### config.mk
export PLATFORM = sky130hd
export DESIGN_NAME = normalized_correlation_threshold_top
export DESIGN_NICKNAME = d
export VERILOG_FILES = /design/src/rtl/core/ncthr_pkg.sv /design/src/rtl/core/ncthr_datapath.sv /design/src/rtl/core/ncthr_ctrl.sv /design/src/rtl/core/normalized_correlation_threshold_top.sv
export SDC_FILE = /design/constraint.sdc
export NUM_CORES = 2
export LEC_CHECK = 0
export ABC_CLOCK_PERIOD_IN_PS = 16100
export BUFFER_PORTS_ARGS = -buffer_cell sky130_fd_sc_hd__buf_2
export CAP_MARGIN = 0
export CORE_MARGIN = 5
export CORE_UTILIZATION = 40
export CTS_CLUSTER_DIAMETER = 60
export DETAILED_ROUTE_END_ITERATION = 7
export GPL_TIMING_DRIVEN = 0
export HOLD_SLACK_MARGIN = 0.1
export PLACE_DENSITY = 0.65
export SLEW_MARGIN = 20
export SYNTH_ARGS = -nofsm -noshare
export SYNTH_HDL_FRONTEND = slang
export SYNTH_HIERARCHICAL = 1
export SYNTH_SLANG_ARGS = --single-unit
### constraint.sdc
create_clock -name clock -period 16.1 [get_ports clock]
set_input_delay 0 -clock clock [delete_from_list [all_inputs] [get_ports clock]]
set_output_delay 0 -clock clock [all_outputs]
set_load 0.05 [all_outputs]
### src/rtl/core/ncthr_pkg.sv
// Package for the normalised correlation threshold block.
// Holds the shared widths, register indexes, controller states and the
// command and status bundles between the controller and the datapath.
`default_nettype none

package ncthr_pkg;

   // Fixed widths of the arithmetic
   localparam int ACC_BITS      = 56;                  // accumulator width, wraps
   localparam int SCORE_BITS    = 16;                  // Q1.14 score
   localparam int Q_BITS        = 15;                  // magnitude 0..16384
   localparam int KSQ_BITS      = 30;                  // (2q-1)^2 < 2^30
   localparam int RHS_SHIFT     = 30;                  // m^2 * 2^30
   localparam int PROD_BITS     = 2 * ACC_BITS + RHS_SHIFT;
   localparam int STEP_BITS     = $clog2(ACC_BITS);
   localparam int BIT_BITS      = 4;
   localparam int TOP_BIT       = 14;
   localparam int SCORE_ONE     = 16384;

   // Defaults for the top-level parameters
   localparam int SAMPLE_BITS_DEF = 16;
   localparam int COUNT_BITS_DEF  = 24;

   // Register port
   localparam int CSR_ADDR_BITS = 1;
   localparam int CSR_DATA_BITS = 16;
   localparam logic [CSR_ADDR_BITS-1:0] CSR_KEEP_SIGN = 1'b0;
   localparam logic [CSR_ADDR_BITS-1:0] CSR_THRESHOLD = 1'b1;
   localparam logic signed [SCORE_BITS-1:0] THRESH_RESET = 16'sd1638;

   typedef enum logic [3:0] {
      ST_IDLE,
      ST_MUL,
      ST_ACC,
      ST_FIN,
      ST_PROD,
      ST_SQR_LD,
      ST_SQR,
      ST_RHS,
      ST_BIT,
      ST_LHS_LD,
      ST_LHS,
      ST_CMP,
      ST_DONE
   } state_type;

   // Operand choice for the shared serial multiplier
   typedef enum logic [1:0] {
      MS_NORM,   // energy_a * energy_b
      MS_SQR,    // |dot| * |dot|
      MS_LHS     // (2t-1)^2 * energy product
   } mul_sel_type;

   typedef struct packed {
      logic                load_sample;
      logic                mul_prod;
      logic                acc_step;
      logic                q_clear;
      logic                mul_load;
      mul_sel_type         mul_sel;
      logic                mul_step;
      logic                save_prod;
      logic                save_rhs;
      logic                ksq_load;
      logic                cmp_update;
      logic                load_rsp;
      logic [BIT_BITS-1:0] bit_idx;
   } cmd_type;

   typedef struct packed {
      logic last;
      logic zero_norm;
      logic t_over;
   } status_type;

endpackage

`default_nettype wire

### src/rtl/core/ncthr_datapath.sv
// Datapath: sample products, accumulators, shared shift-add multiplier,
// score search registers and the result register.
// Depends on ncthr_pkg; driven by ncthr_ctrl through cmd_type.
`default_nettype none

module ncthr_datapath #(
   parameter int SAMPLE_BITS = ncthr_pkg::SAMPLE_BITS_DEF,
   parameter int COUNT_BITS  = ncthr_pkg::COUNT_BITS_DEF
) (
   input  wire logic                                    clock,
   input  wire logic                                    reset,
   input  wire logic signed [SAMPLE_BITS-1:0]           sample_a,
   input  wire logic signed [SAMPLE_BITS-1:0]           sample_b,
   input  wire logic                                    last,
   input  wire logic                                    csr_we,
   input  wire logic [ncthr_pkg::CSR_ADDR_BITS-1:0]     csr_addr,
   input  wire logic [ncthr_pkg::CSR_DATA_BITS-1:0]     csr_wdata,
   input  wire ncthr_pkg::cmd_type                      cmd,
   output ncthr_pkg::status_type                        status,
   output logic signed [ncthr_pkg::SCORE_BITS-1:0]      score,
   output logic                                         above_threshold,
   output logic                                         zero_norm,
   output logic                                         overflow
);

   localparam int ACC   = ncthr_pkg::ACC_BITS;
   localparam int PB    = ncthr_pkg::PROD_BITS;
   localparam int QB    = ncthr_pkg::Q_BITS;
   localparam int SB    = ncthr_pkg::SCORE_BITS;
   localparam int KB    = ncthr_pkg::KSQ_BITS;
   localparam int MULB  = 2 * SAMPLE_BITS;

   // Configuration registers
   logic                 keep_sign_ff;
   logic signed [SB-1:0] thr_ff;

   always_ff @(posedge clock) begin
      if (reset) begin
         keep_sign_ff <= 1'b0;
         thr_ff       <= ncthr_pkg::THRESH_RESET;
      end else if (csr_we) begin
         case (csr_addr)
            ncthr_pkg::CSR_KEEP_SIGN: keep_sign_ff <= csr_wdata[0];
            ncthr_pkg::CSR_THRESHOLD: thr_ff       <= csr_wdata[SB-1:0];
            default: ;
         endcase
      end
   end

   // Sample capture and products
   logic signed [SAMPLE_BITS-1:0] a_ff, b_ff;
   logic                          last_ff;
   logic signed [MULB-1:0]        pab_ff, paa_ff, pbb_ff;

   always_ff @(posedge clock) begin
      if (cmd.load_sample) begin
         a_ff    <= sample_a;
         b_ff    <= sample_b;
         last_ff <= last;
      end
      if (cmd.mul_prod) begin
         pab_ff <= a_ff * b_ff;
         paa_ff <= a_ff * a_ff;
         pbb_ff <= b_ff * b_ff;
      end
   end

   // Accumulators, cleared once the result is registered
   logic [ACC-1:0]        dot_ff, ea_ff, eb_ff;
   logic [COUNT_BITS:0]   cnt_ff;
   logic                  ovf_ff;
   logic [ACC-1:0]        pab_ext, paa_ext, pbb_ext;

   assign pab_ext = {{(ACC-MULB){pab_ff[MULB-1]}}, pab_ff};
   assign paa_ext = {{(ACC-MULB){paa_ff[MULB-1]}}, paa_ff};
   assign pbb_ext = {{(ACC-MULB){pbb_ff[MULB-1]}}, pbb_ff};

   always_ff @(posedge clock) begin
      if (reset || cmd.load_rsp) begin
         dot_ff <= '0;
         ea_ff  <= '0;
         eb_ff  <= '0;
         cnt_ff <= '0;
         ovf_ff <= 1'b0;
      end else if (cmd.acc_step) begin
         if (cnt_ff[COUNT_BITS]) begin
            ovf_ff <= 1'b1;
         end else begin
            dot_ff <= dot_ff + pab_ext;
            ea_ff  <= ea_ff + paa_ext;
            eb_ff  <= eb_ff + pbb_ext;
            cnt_ff <= cnt_ff + 1'b1;
         end
      end
   end

   // Magnitude of the dot product
   logic           dot_neg;
   logic [ACC-1:0] dot_mag;
   assign dot_neg = dot_ff[ACC-1];
   assign dot_mag = dot_neg ? (~dot_ff + 1'b1) : dot_ff;

   // Score search: trial value and its squared odd form
   logic [QB-1:0] q_ff, t_val;
   logic [QB:0]   k_val;
   logic [KB-1:0] ksq_ff;
   logic [2*QB+1:0] k_sq;

   assign t_val = q_ff | (QB'(1) << cmd.bit_idx);
   assign k_val = {t_val, 1'b0} - 1'b1;
   assign k_sq  = k_val * k_val;

   // Shared shift-add multiplier, one multiplier bit per cycle
   logic [PB-1:0]       macc_ff, mcand_ff;
   logic [ACC-1:0]      mplier_ff;
   logic [2*ACC-1:0]    prod_ff;
   logic [PB-1:0]       rhs_ff;

   always_ff @(posedge clock) begin
      if (cmd.mul_load) begin
         macc_ff <= '0;
         case (cmd.mul_sel)
            ncthr_pkg::MS_NORM: begin
               mcand_ff  <= PB'(ea_ff);
               mplier_ff <= eb_ff;
            end
            ncthr_pkg::MS_SQR: begin
               mcand_ff  <= PB'(dot_mag);
               mplier_ff <= dot_mag;
            end
            ncthr_pkg::MS_LHS: begin
               mcand_ff  <= PB'(prod_ff);
               mplier_ff <= ACC'(ksq_ff);
            end
            default: begin
               mcand_ff  <= '0;
               mplier_ff <= '0;
            end
         endcase
      end else if (cmd.mul_step) begin
         if (mplier_ff[0]) macc_ff <= macc_ff + mcand_ff;
         mcand_ff  <= mcand_ff << 1;
         mplier_ff <= mplier_ff >> 1;
      end
      if (cmd.save_prod) prod_ff <= macc_ff[2*ACC-1:0];
      if (cmd.save_rhs)  rhs_ff  <= {macc_ff[PB-ncthr_pkg::RHS_SHIFT-1:0],
                                     {ncthr_pkg::RHS_SHIFT{1'b0}}};
      if (cmd.ksq_load)  ksq_ff  <= k_sq[KB-1:0];
   end

   // Keep the trial bit when (2t-1)^2 * ea * eb <= m^2 * 2^30
   always_ff @(posedge clock) begin
      if (cmd.q_clear) begin
         q_ff <= '0;
      end else if (cmd.cmp_update && (macc_ff <= rhs_ff)) begin
         q_ff <= t_val;
      end
   end

   assign status.last      = last_ff;
   assign status.zero_norm = (ea_ff == '0) || (eb_ff == '0);
   assign status.t_over    = t_val > QB'(ncthr_pkg::SCORE_ONE);

   // Result register
   logic signed [SB-1:0] score_val;
   logic signed [SB-1:0] score_ff;
   logic                 above_ff, zero_ff, ovf_out_ff;

   assign score_val = (keep_sign_ff && dot_neg) ? -$signed(SB'(q_ff)) : $signed(SB'(q_ff));

   always_ff @(posedge clock) begin
      if (cmd.load_rsp) begin
         score_ff   <= score_val;
         above_ff   <= score_val > thr_ff;
         zero_ff    <= status.zero_norm;
         ovf_out_ff <= ovf_ff;
      end
   end

   assign score           = score_ff;
   assign above_threshold = above_ff;
   assign zero_norm       = zero_ff;
   assign overflow        = ovf_out_ff;

endmodule

`default_nettype wire

### src/rtl/core/ncthr_ctrl.sv
// Controller: sequences accumulation, the serial multiplications and the
// bitwise score search, and owns the input and result handshakes.
// Depends on ncthr_pkg; drives ncthr_datapath through cmd_type.
`default_nettype none

module ncthr_ctrl (
   input  wire logic                   clock,
   input  wire logic                   reset,
   input  wire logic                   req_tvalid,
   output logic                        req_tready,
   output logic                        rsp_tvalid,
   input  wire logic                   rsp_tready,
   input  wire ncthr_pkg::status_type  status,
   output ncthr_pkg::cmd_type          cmd
);

   localparam int ACC = ncthr_pkg::ACC_BITS;

   ncthr_pkg::state_type                 state_ff, state_in;
   logic [ncthr_pkg::STEP_BITS-1:0]      step_ff, step_in;
   logic [ncthr_pkg::BIT_BITS-1:0]       bit_ff, bit_in;
   logic                                 rsp_valid_ff, rsp_valid_in;
   logic                                 step_end;

   always_ff @(posedge clock) begin
      if (reset) begin
         state_ff     <= ncthr_pkg::ST_IDLE;
         step_ff      <= '0;
         bit_ff       <= '0;
         rsp_valid_ff <= 1'b0;
      end else begin
         state_ff     <= state_in;
         step_ff      <= step_in;
         bit_ff       <= bit_in;
         rsp_valid_ff <= rsp_valid_in;
      end
   end

   assign step_end = (step_ff == ncthr_pkg::STEP_BITS'(ACC - 1));

   // Next state and commands
   always_comb begin
      state_in = state_ff;
      step_in  = step_ff;
      bit_in   = bit_ff;
      cmd      = '0;
      cmd.mul_sel = ncthr_pkg::MS_NORM;
      cmd.bit_idx = bit_ff;
      req_tready  = 1'b0;
      case (state_ff)
         ncthr_pkg::ST_IDLE: begin
            req_tready = 1'b1;
            if (req_tvalid) begin
               cmd.load_sample = 1'b1;
               state_in = ncthr_pkg::ST_MUL;
            end
         end
         ncthr_pkg::ST_MUL: begin
            cmd.mul_prod = 1'b1;
            state_in = ncthr_pkg::ST_ACC;
         end
         ncthr_pkg::ST_ACC: begin
            cmd.acc_step = 1'b1;
            state_in = status.last ? ncthr_pkg::ST_FIN : ncthr_pkg::ST_IDLE;
         end
         ncthr_pkg::ST_FIN: begin
            cmd.q_clear = 1'b1;
            if (status.zero_norm) begin
               state_in = ncthr_pkg::ST_DONE;
            end else begin
               cmd.mul_load = 1'b1;
               cmd.mul_sel  = ncthr_pkg::MS_NORM;
               step_in  = '0;
               state_in = ncthr_pkg::ST_PROD;
            end
         end
         ncthr_pkg::ST_PROD: begin
            cmd.mul_step = 1'b1;
            step_in = step_ff + 1'b1;
            if (step_end) state_in = ncthr_pkg::ST_SQR_LD;
         end
         ncthr_pkg::ST_SQR_LD: begin
            cmd.save_prod = 1'b1;
            cmd.mul_load  = 1'b1;
            cmd.mul_sel   = ncthr_pkg::MS_SQR;
            step_in  = '0;
            state_in = ncthr_pkg::ST_SQR;
         end
         ncthr_pkg::ST_SQR: begin
            cmd.mul_step = 1'b1;
            step_in = step_ff + 1'b1;
            if (step_end) state_in = ncthr_pkg::ST_RHS;
         end
         ncthr_pkg::ST_RHS: begin
            cmd.save_rhs = 1'b1;
            bit_in   = ncthr_pkg::BIT_BITS'(ncthr_pkg::TOP_BIT);
            state_in = ncthr_pkg::ST_BIT;
         end
         ncthr_pkg::ST_BIT: begin
            if (status.t_over) begin
               if (bit_ff == '0) state_in = ncthr_pkg::ST_DONE;
               else bit_in = bit_ff - 1'b1;
            end else begin
               cmd.ksq_load = 1'b1;
               state_in = ncthr_pkg::ST_LHS_LD;
            end
         end
         ncthr_pkg::ST_LHS_LD: begin
            cmd.mul_load = 1'b1;
            cmd.mul_sel  = ncthr_pkg::MS_LHS;
            step_in  = '0;
            state_in = ncthr_pkg::ST_LHS;
         end
         ncthr_pkg::ST_LHS: begin
            cmd.mul_step = 1'b1;
            step_in = step_ff + 1'b1;
            if (step_end) state_in = ncthr_pkg::ST_CMP;
         end
         ncthr_pkg::ST_CMP: begin
            cmd.cmp_update = 1'b1;
            if (bit_ff == '0) begin
               state_in = ncthr_pkg::ST_DONE;
            end else begin
               bit_in   = bit_ff - 1'b1;
               state_in = ncthr_pkg::ST_BIT;
            end
         end
         ncthr_pkg::ST_DONE: begin
            // wait for the result slot to free up
            if (!rsp_valid_ff || rsp_tready) begin
               cmd.load_rsp = 1'b1;
               state_in = ncthr_pkg::ST_IDLE;
            end
         end
         default: state_in = ncthr_pkg::ST_IDLE;
      endcase
   end

   // Result valid: set on load, cleared by a transfer
   always_comb begin
      if (cmd.load_rsp)                      rsp_valid_in = 1'b1;
      else if (rsp_valid_ff && rsp_tready)   rsp_valid_in = 1'b0;
      else                                   rsp_valid_in = rsp_valid_ff;
   end

   assign rsp_tvalid = rsp_valid_ff;

   // Checks
   a_no_overwrite: assert property (@(posedge clock) disable iff (reset)
      cmd.load_rsp |-> (!rsp_valid_ff || rsp_tready))
      else $error("pending result overwritten");

   a_done_drains: assert property (@(posedge clock) disable iff (reset)
      (state_ff == ncthr_pkg::ST_DONE && !rsp_valid_ff) |=> rsp_valid_ff)
      else $error("finished result not presented");

   a_prod_to_sqr: assert property (@(posedge clock) disable iff (reset)
      (state_ff == ncthr_pkg::ST_PROD && step_end) |=> state_ff == ncthr_pkg::ST_SQR_LD)
      else $error("energy product not completed after full pass");

   a_bit_range: assert property (@(posedge clock) disable iff (reset)
      (state_ff == ncthr_pkg::ST_BIT) |-> bit_ff <= ncthr_pkg::BIT_BITS'(ncthr_pkg::TOP_BIT))
      else $error("score bit index out of range");

endmodule

`default_nettype wire

### src/rtl/core/normalized_correlation_threshold_top.sv
// Channel   Dir  Handshake                 Payload
// req_      in   req_tvalid / req_tready   tdata: sample_a, sample_b; tlast: last
// rsp_      out  rsp_tvalid / rsp_tready   tdata: score; tuser: above, zero_norm, overflow
// csr_      in   csr_we                    csr_addr, csr_wdata
//
// A non-last pair passes through capture, multiply and accumulate.
// A last pair adds the score search on one shift-add multiplier, one bit a
// cycle: two full multiplications, then one more for each of up to 15 score bits.
// Synchronous active-high reset; a result waits in its register while the next
// volume streams in, and only a finished score stalls for the result slot.
// Depends on ncthr_pkg, ncthr_ctrl and ncthr_datapath.
`default_nettype none

module normalized_correlation_threshold_top #(
   parameter int SAMPLE_BITS = ncthr_pkg::SAMPLE_BITS_DEF,
   parameter int COUNT_BITS  = ncthr_pkg::COUNT_BITS_DEF
) (
   input  wire logic                                 clock,
   input  wire logic                                 reset,
   input  wire logic                                 req_tvalid,
   output logic                                      req_tready,
   // sample_a [SAMPLE_BITS-1:0], sample_b above it, zero padding to bytes
   input  wire logic [((2*SAMPLE_BITS+7)/8)*8-1:0]   req_tdata,
   input  wire logic                                 req_tlast,
   output logic                                      rsp_tvalid,
   input  wire logic                                 rsp_tready,
   // score [15:0]
   output logic [ncthr_pkg::SCORE_BITS-1:0]          rsp_tdata,
   // above_threshold [0], zero_norm [1], overflow [2]
   output logic [2:0]                                rsp_tuser,
   input  wire logic                                 csr_we,
   input  wire logic [ncthr_pkg::CSR_ADDR_BITS-1:0]  csr_addr,
   input  wire logic [ncthr_pkg::CSR_DATA_BITS-1:0]  csr_wdata
);

   ncthr_pkg::cmd_type    cmd;
   ncthr_pkg::status_type status;
   logic signed [ncthr_pkg::SCORE_BITS-1:0] score;
   logic above, zero, ovf;

   ncthr_ctrl u_ctrl (
      .clock      (clock),
      .reset      (reset),
      .req_tvalid (req_tvalid),
      .req_tready (req_tready),
      .rsp_tvalid (rsp_tvalid),
      .rsp_tready (rsp_tready),
      .status     (status),
      .cmd        (cmd)
   );

   ncthr_datapath #(
      .SAMPLE_BITS (SAMPLE_BITS),
      .COUNT_BITS  (COUNT_BITS)
   ) u_datapath (
      .clock           (clock),
      .reset           (reset),
      .sample_a        (req_tdata[SAMPLE_BITS-1:0]),
      .sample_b        (req_tdata[2*SAMPLE_BITS-1:SAMPLE_BITS]),
      .last            (req_tlast),
      .csr_we          (csr_we),
      .csr_addr        (csr_addr),
      .csr_wdata       (csr_wdata),
      .cmd             (cmd),
      .status          (status),
      .score           (score),
      .above_threshold (above),
      .zero_norm       (zero),
      .overflow        (ovf)
   );

   assign rsp_tdata = score;
   assign rsp_tuser = {ovf, zero, above};

endmodule

`default_nettype wire
==> metrics.md <==
| Metric | Value |
|---|---|
| Biggest area consumer among synthesized cells | `sky130_fd_sc_hd__fa_1` |
| H-Tree Level Count | `4` |
| GPL Wtd Cong | `1.01` |
| Final number of hold-violating endpoints | `0` |
| Endpoint of the worst hold-timing path | `u_ctrl/bit_ff[3]` |
| Inserted Clock Buffers | `130` |
| Gr ovfl total | `0` |
| Count of buffers added by post-CTS timing repair for setup | `0` |
| Portion of synthesized cell area occupied by the leading cell type | `19.7%` |
| Routed len/inst | `21.9 um` |
| Worst max-slew margin expressed relative to the limit | `19.9%` |
| Register-to-Register Setup Slack | `5.39 ns` |
| Clock Pin Slew Worst Setup and Hold Paths | `0.05 ns` |
| Final Routed Wirelength | `295000 um` |
| Die Span Y | `489 um` |
| Library cell with the highest instance count after synthesis | `sky130_fd_sc_hd__inv_1` |
| Number of enable-type register cells in the synthesized netlist | `595` |
| Max Transition Viols Final | `0` |
| Number of search-and-repair iterations in the first detailed-routing pass | `6` |
| Setup repair after global routing missed its margin | `false` |
| Syn avg cell area | `9.18 um^2` |
| Max Cap Viol | `0` |
| Violation count after the first detailed-routing iteration | `6498` |
| Final design utilization | `44.8%` |
| Worst hold path startpoint | `reset` |
| Routed Antenna Nets | `0` |
| Launch instance of the worst register-to-register path | `u_ctrl/bit_ff[3]` |
| Sink count of the clock tree | `978` |
| Std-Cell Rows | `175` |
| Core Region | `228000 um^2` |
| Longest individual stage delay on the worst path | `0.89 ns` |
| Arrival time at the worst endpoint | `11.21 ns` |
| Nets | `12104` |
| Fin Clk Skew | `0.0675 ns` |
| Netlist area before placement | `91800 um^2` |
| Global-route total usage across every layer | `24.4%` |
| Critical R2R Capture | `u_datapath/ksq_ff[28]` |
| Slew at the pin closest to its max-slew limit | `1.20 ns` |
| Number of buffer cells added on primary ports | `75` |
| Fraction of layout instances using a drive strength above 1 | `4.52%` |
| Period minus WS final | `10.71 ns` |
| Crit-path slowest cell | `sky130_fd_sc_hd__xor2_1` |
| Largest fanout on the critical path | `11` |
| Vias per cell | `5.60` |
| CP most frequent cell | `sky130_fd_sc_hd__fa_1` |
| Total nets after synthesis | `11731` |
| Worst Path Required | `16.60 ns` |
| Dominant cells by area after synthesis | `sky130_fd_sc_hd__fa_1 20%, sky130_fd_sc_hd__edfxtp_1 19%, sky130_fd_sc_hd__ha_1 11%, sky130_fd_sc_hd__dfxtp_1 8.4%, sky130_fd_sc_hd__inv_1 5.4%` |
| Total Die Area | `239000 um^2` |
| Die width | `489 um` |
| Most common flop cell mapped by yosys | `sky130_fd_sc_hd__edfxtp_1` |
| Async set-or-reset flop fraction in the synthesized netlist | `0%` |
| Global-route wire length before repair | `451000 um` |
| Register area | `25500 um^2` |
| Worst hold-check slack | `0.171 ns` |
| TritonCTS clock tree | `built` |
| Status | `complete, no violations` |
| Unique masters post-synth | `105` |
| Capturing element type of the critical path | `flip-flop` |
| Number of standard cells after synthesis | `9991` |
| Via count | `75555` |
| Type of the worst min-delay path | `input port to flip-flop` |
| Leading cell types by count after synthesis | `1328 x sky130_fd_sc_hd__inv_1, 1196 x sky130_fd_sc_hd__nand2_1, 951 x sky130_fd_sc_hd__a21oi_1, 904 x sky130_fd_sc_hd__fa_1, 781 x sky130_fd_sc_hd__ha_1` |
| Yosys warns | `6` |
| Number of cells after detailed placement | `13102` |
| Final Instance Count excl. Fillers | `13491` |
| Largest net degree at the start of global routing | `84` |
| Effective utilization at floorplan | `40.3%` |
| Setup CP Type | `flip-flop to flip-flop` |
| Area Overhead vs Synth | `11.3%` |
| Source-to-sink clock delay at the later pin of the worst-skew pair | `0.82 ns` |
| Maximum achievable frequency | `93.4 MHz` |
| Number of global-route vias before repair | `76918` |
| Element type at the critical path start | `flip-flop` |
| Clock Tree Buf Depth | `3` |
| Yosys reg bits | `978` |
| Area of combinational cells with multiple inputs | `59600 um^2` |
| Count of final setup violators | `0` |
| Number of cells on the worst hold path | `4` |
| Total I/O pin count | `76` |
| FILL cells | `21722` |
| Post-DP HPWL | `234000 um` |
| Number of cell instances on the worst register-to-register path | `31` |
| Count of unresolved DRC violations after routing | `0` |
| Number of antenna violations at the first check in global routing | `11` |
| Share of the cycle needed by the critical path after routing | `66.5%` |
| Root buffer selected by CTS | `sky130_fd_sc_hd__clkbuf_16` |
| Sequential-to-total area share from yosys stat | `27.8%` |
[through the flow]
stage | TNS [ns] | setup slack (ns) | cell area [um^2]
floorplan | 0 | 4.88 | 91800
global placement | -37.15 | -0.426 | 95900
detailed placement | 0 | 5.19 | 96300
CTS | 0 | 5.12 | 102000
global route | 0 | 4.82 | 102000
finish | 0 | 5.39 | 102000
[worst max path at each step]
stage                             from  cells after the start               endpoint  slack, ns
finish                u_ctrl/bit_ff[3]                     31  u_datapath/ksq_ff[28]       5.39
global route          u_ctrl/bit_ff[3]                     31  u_datapath/ksq_ff[28]       4.82
global placement    u_ctrl/state_ff[0]                      3  u_datapath/paa_ff[25]      -0.43
floorplan           u_ctrl/state_ff[0]                      3   u_datapath/paa_ff[0]       4.88
CTS                   u_ctrl/bit_ff[3]                     31  u_datapath/ksq_ff[28]       5.12
detailed placement    u_ctrl/bit_ff[3]                     31  u_datapath/ksq_ff[28]       5.19
[placed cells by master, fill, tap and decap left out, drive strengths merged, types with 21 or more instances in the layout]
cell,instances
nand3,96
xor2,198
and3,41
o41ai,23
o2bb2ai,21
or4,22
a21o,253
a31oi,50
nand2,1197
o211ai,24
clkinv,60
o31ai,45
a211oi,64
nand4,150
o21ai,376
clkbuf,527
or2,33
fa,904
or3,40
nor4,61
nor2,629
xnor2,317
buf,151
a21boi,22
dfxtp,383
mux2,38
dlygate4sd3,139
nand2b,92
ha,781
nor3,88
a22o,64
and2,212
o21a,60
edfxtp,595
a21oi,952
inv,1345
nor2b,99
o21bai,80
[area by class of cell]
cell class                      instances  area share (%)
Antenna cell                            8          0.0196
Multi-Input combinational cell       7260            58.4
Timing Repair Buffer                  241            2.05
Buffer                                407            1.58
Sequential cell                       978            25.0
Clock buffer                          169            3.42
Clock inverter                         73           0.898
Inverter                             1346            4.95
Tap cell                             3009            3.69
[state kept, by name, indices dropped and copies added, names as in the netlist, 25 cells and up]
signal,flops
u_datapath/paa_ff,31
u_datapath/dot_ff,56
u_datapath/ea_ff,56
u_datapath/mcand_ff,142
u_datapath/cnt_ff,25
u_datapath/prod_ff,112
u_datapath/ksq_ff,27
u_datapath/macc_ff,142
u_datapath/eb_ff,56
u_datapath/rhs_ff,112
u_datapath/pab_ff,32
u_datapath/pbb_ff,31
u_datapath/mplier_ff,56
[cells by family after synthesis]
logic type,after synthesis,synth area share (%)
xor+xnor,515,4.92
compound gates,2194,14.8
mux,54,0.641
flops,978,27.8
simple gates,2812,14.1
fa+ha+maj,1685,30.4
buf+inv,1753,7.26
[worst max-delay path: cells and delay by family, from the launching register on]
kind | cells | cell delay (ns)
DFF | 1 | 0.37
and+or+nand+nor | 7 | 1.34
xor gates and xnor gates | 2 | 1.04
AOI/OAI and AO/OA | 6 | 1.93
buffers and inverters | 8 | 1.90
adders and majority gates | 8 | 3.80
[timing repair]
action                     4_1_cts  5_1_grt
hold buffers                   139        0
setup endpoints to repair        0        0
gates resized for setup          0        0
hold endpoints to repair       117        0
[per-layer routing]
| layer | track usage, % | share of wire (%) |
|---|---|---|
| met5 | 0 | 0 |
| met4 | 12.6 | 6.2 |
| met2 | 40.1 | 46 |
| met1 | 31.4 | 41 |
| met3 | 3.49 | 6.9 |
Power is left out: the tool's default activity adds up to more than one toggle a clock period on the data nets, which glitch-free logic cannot reach.
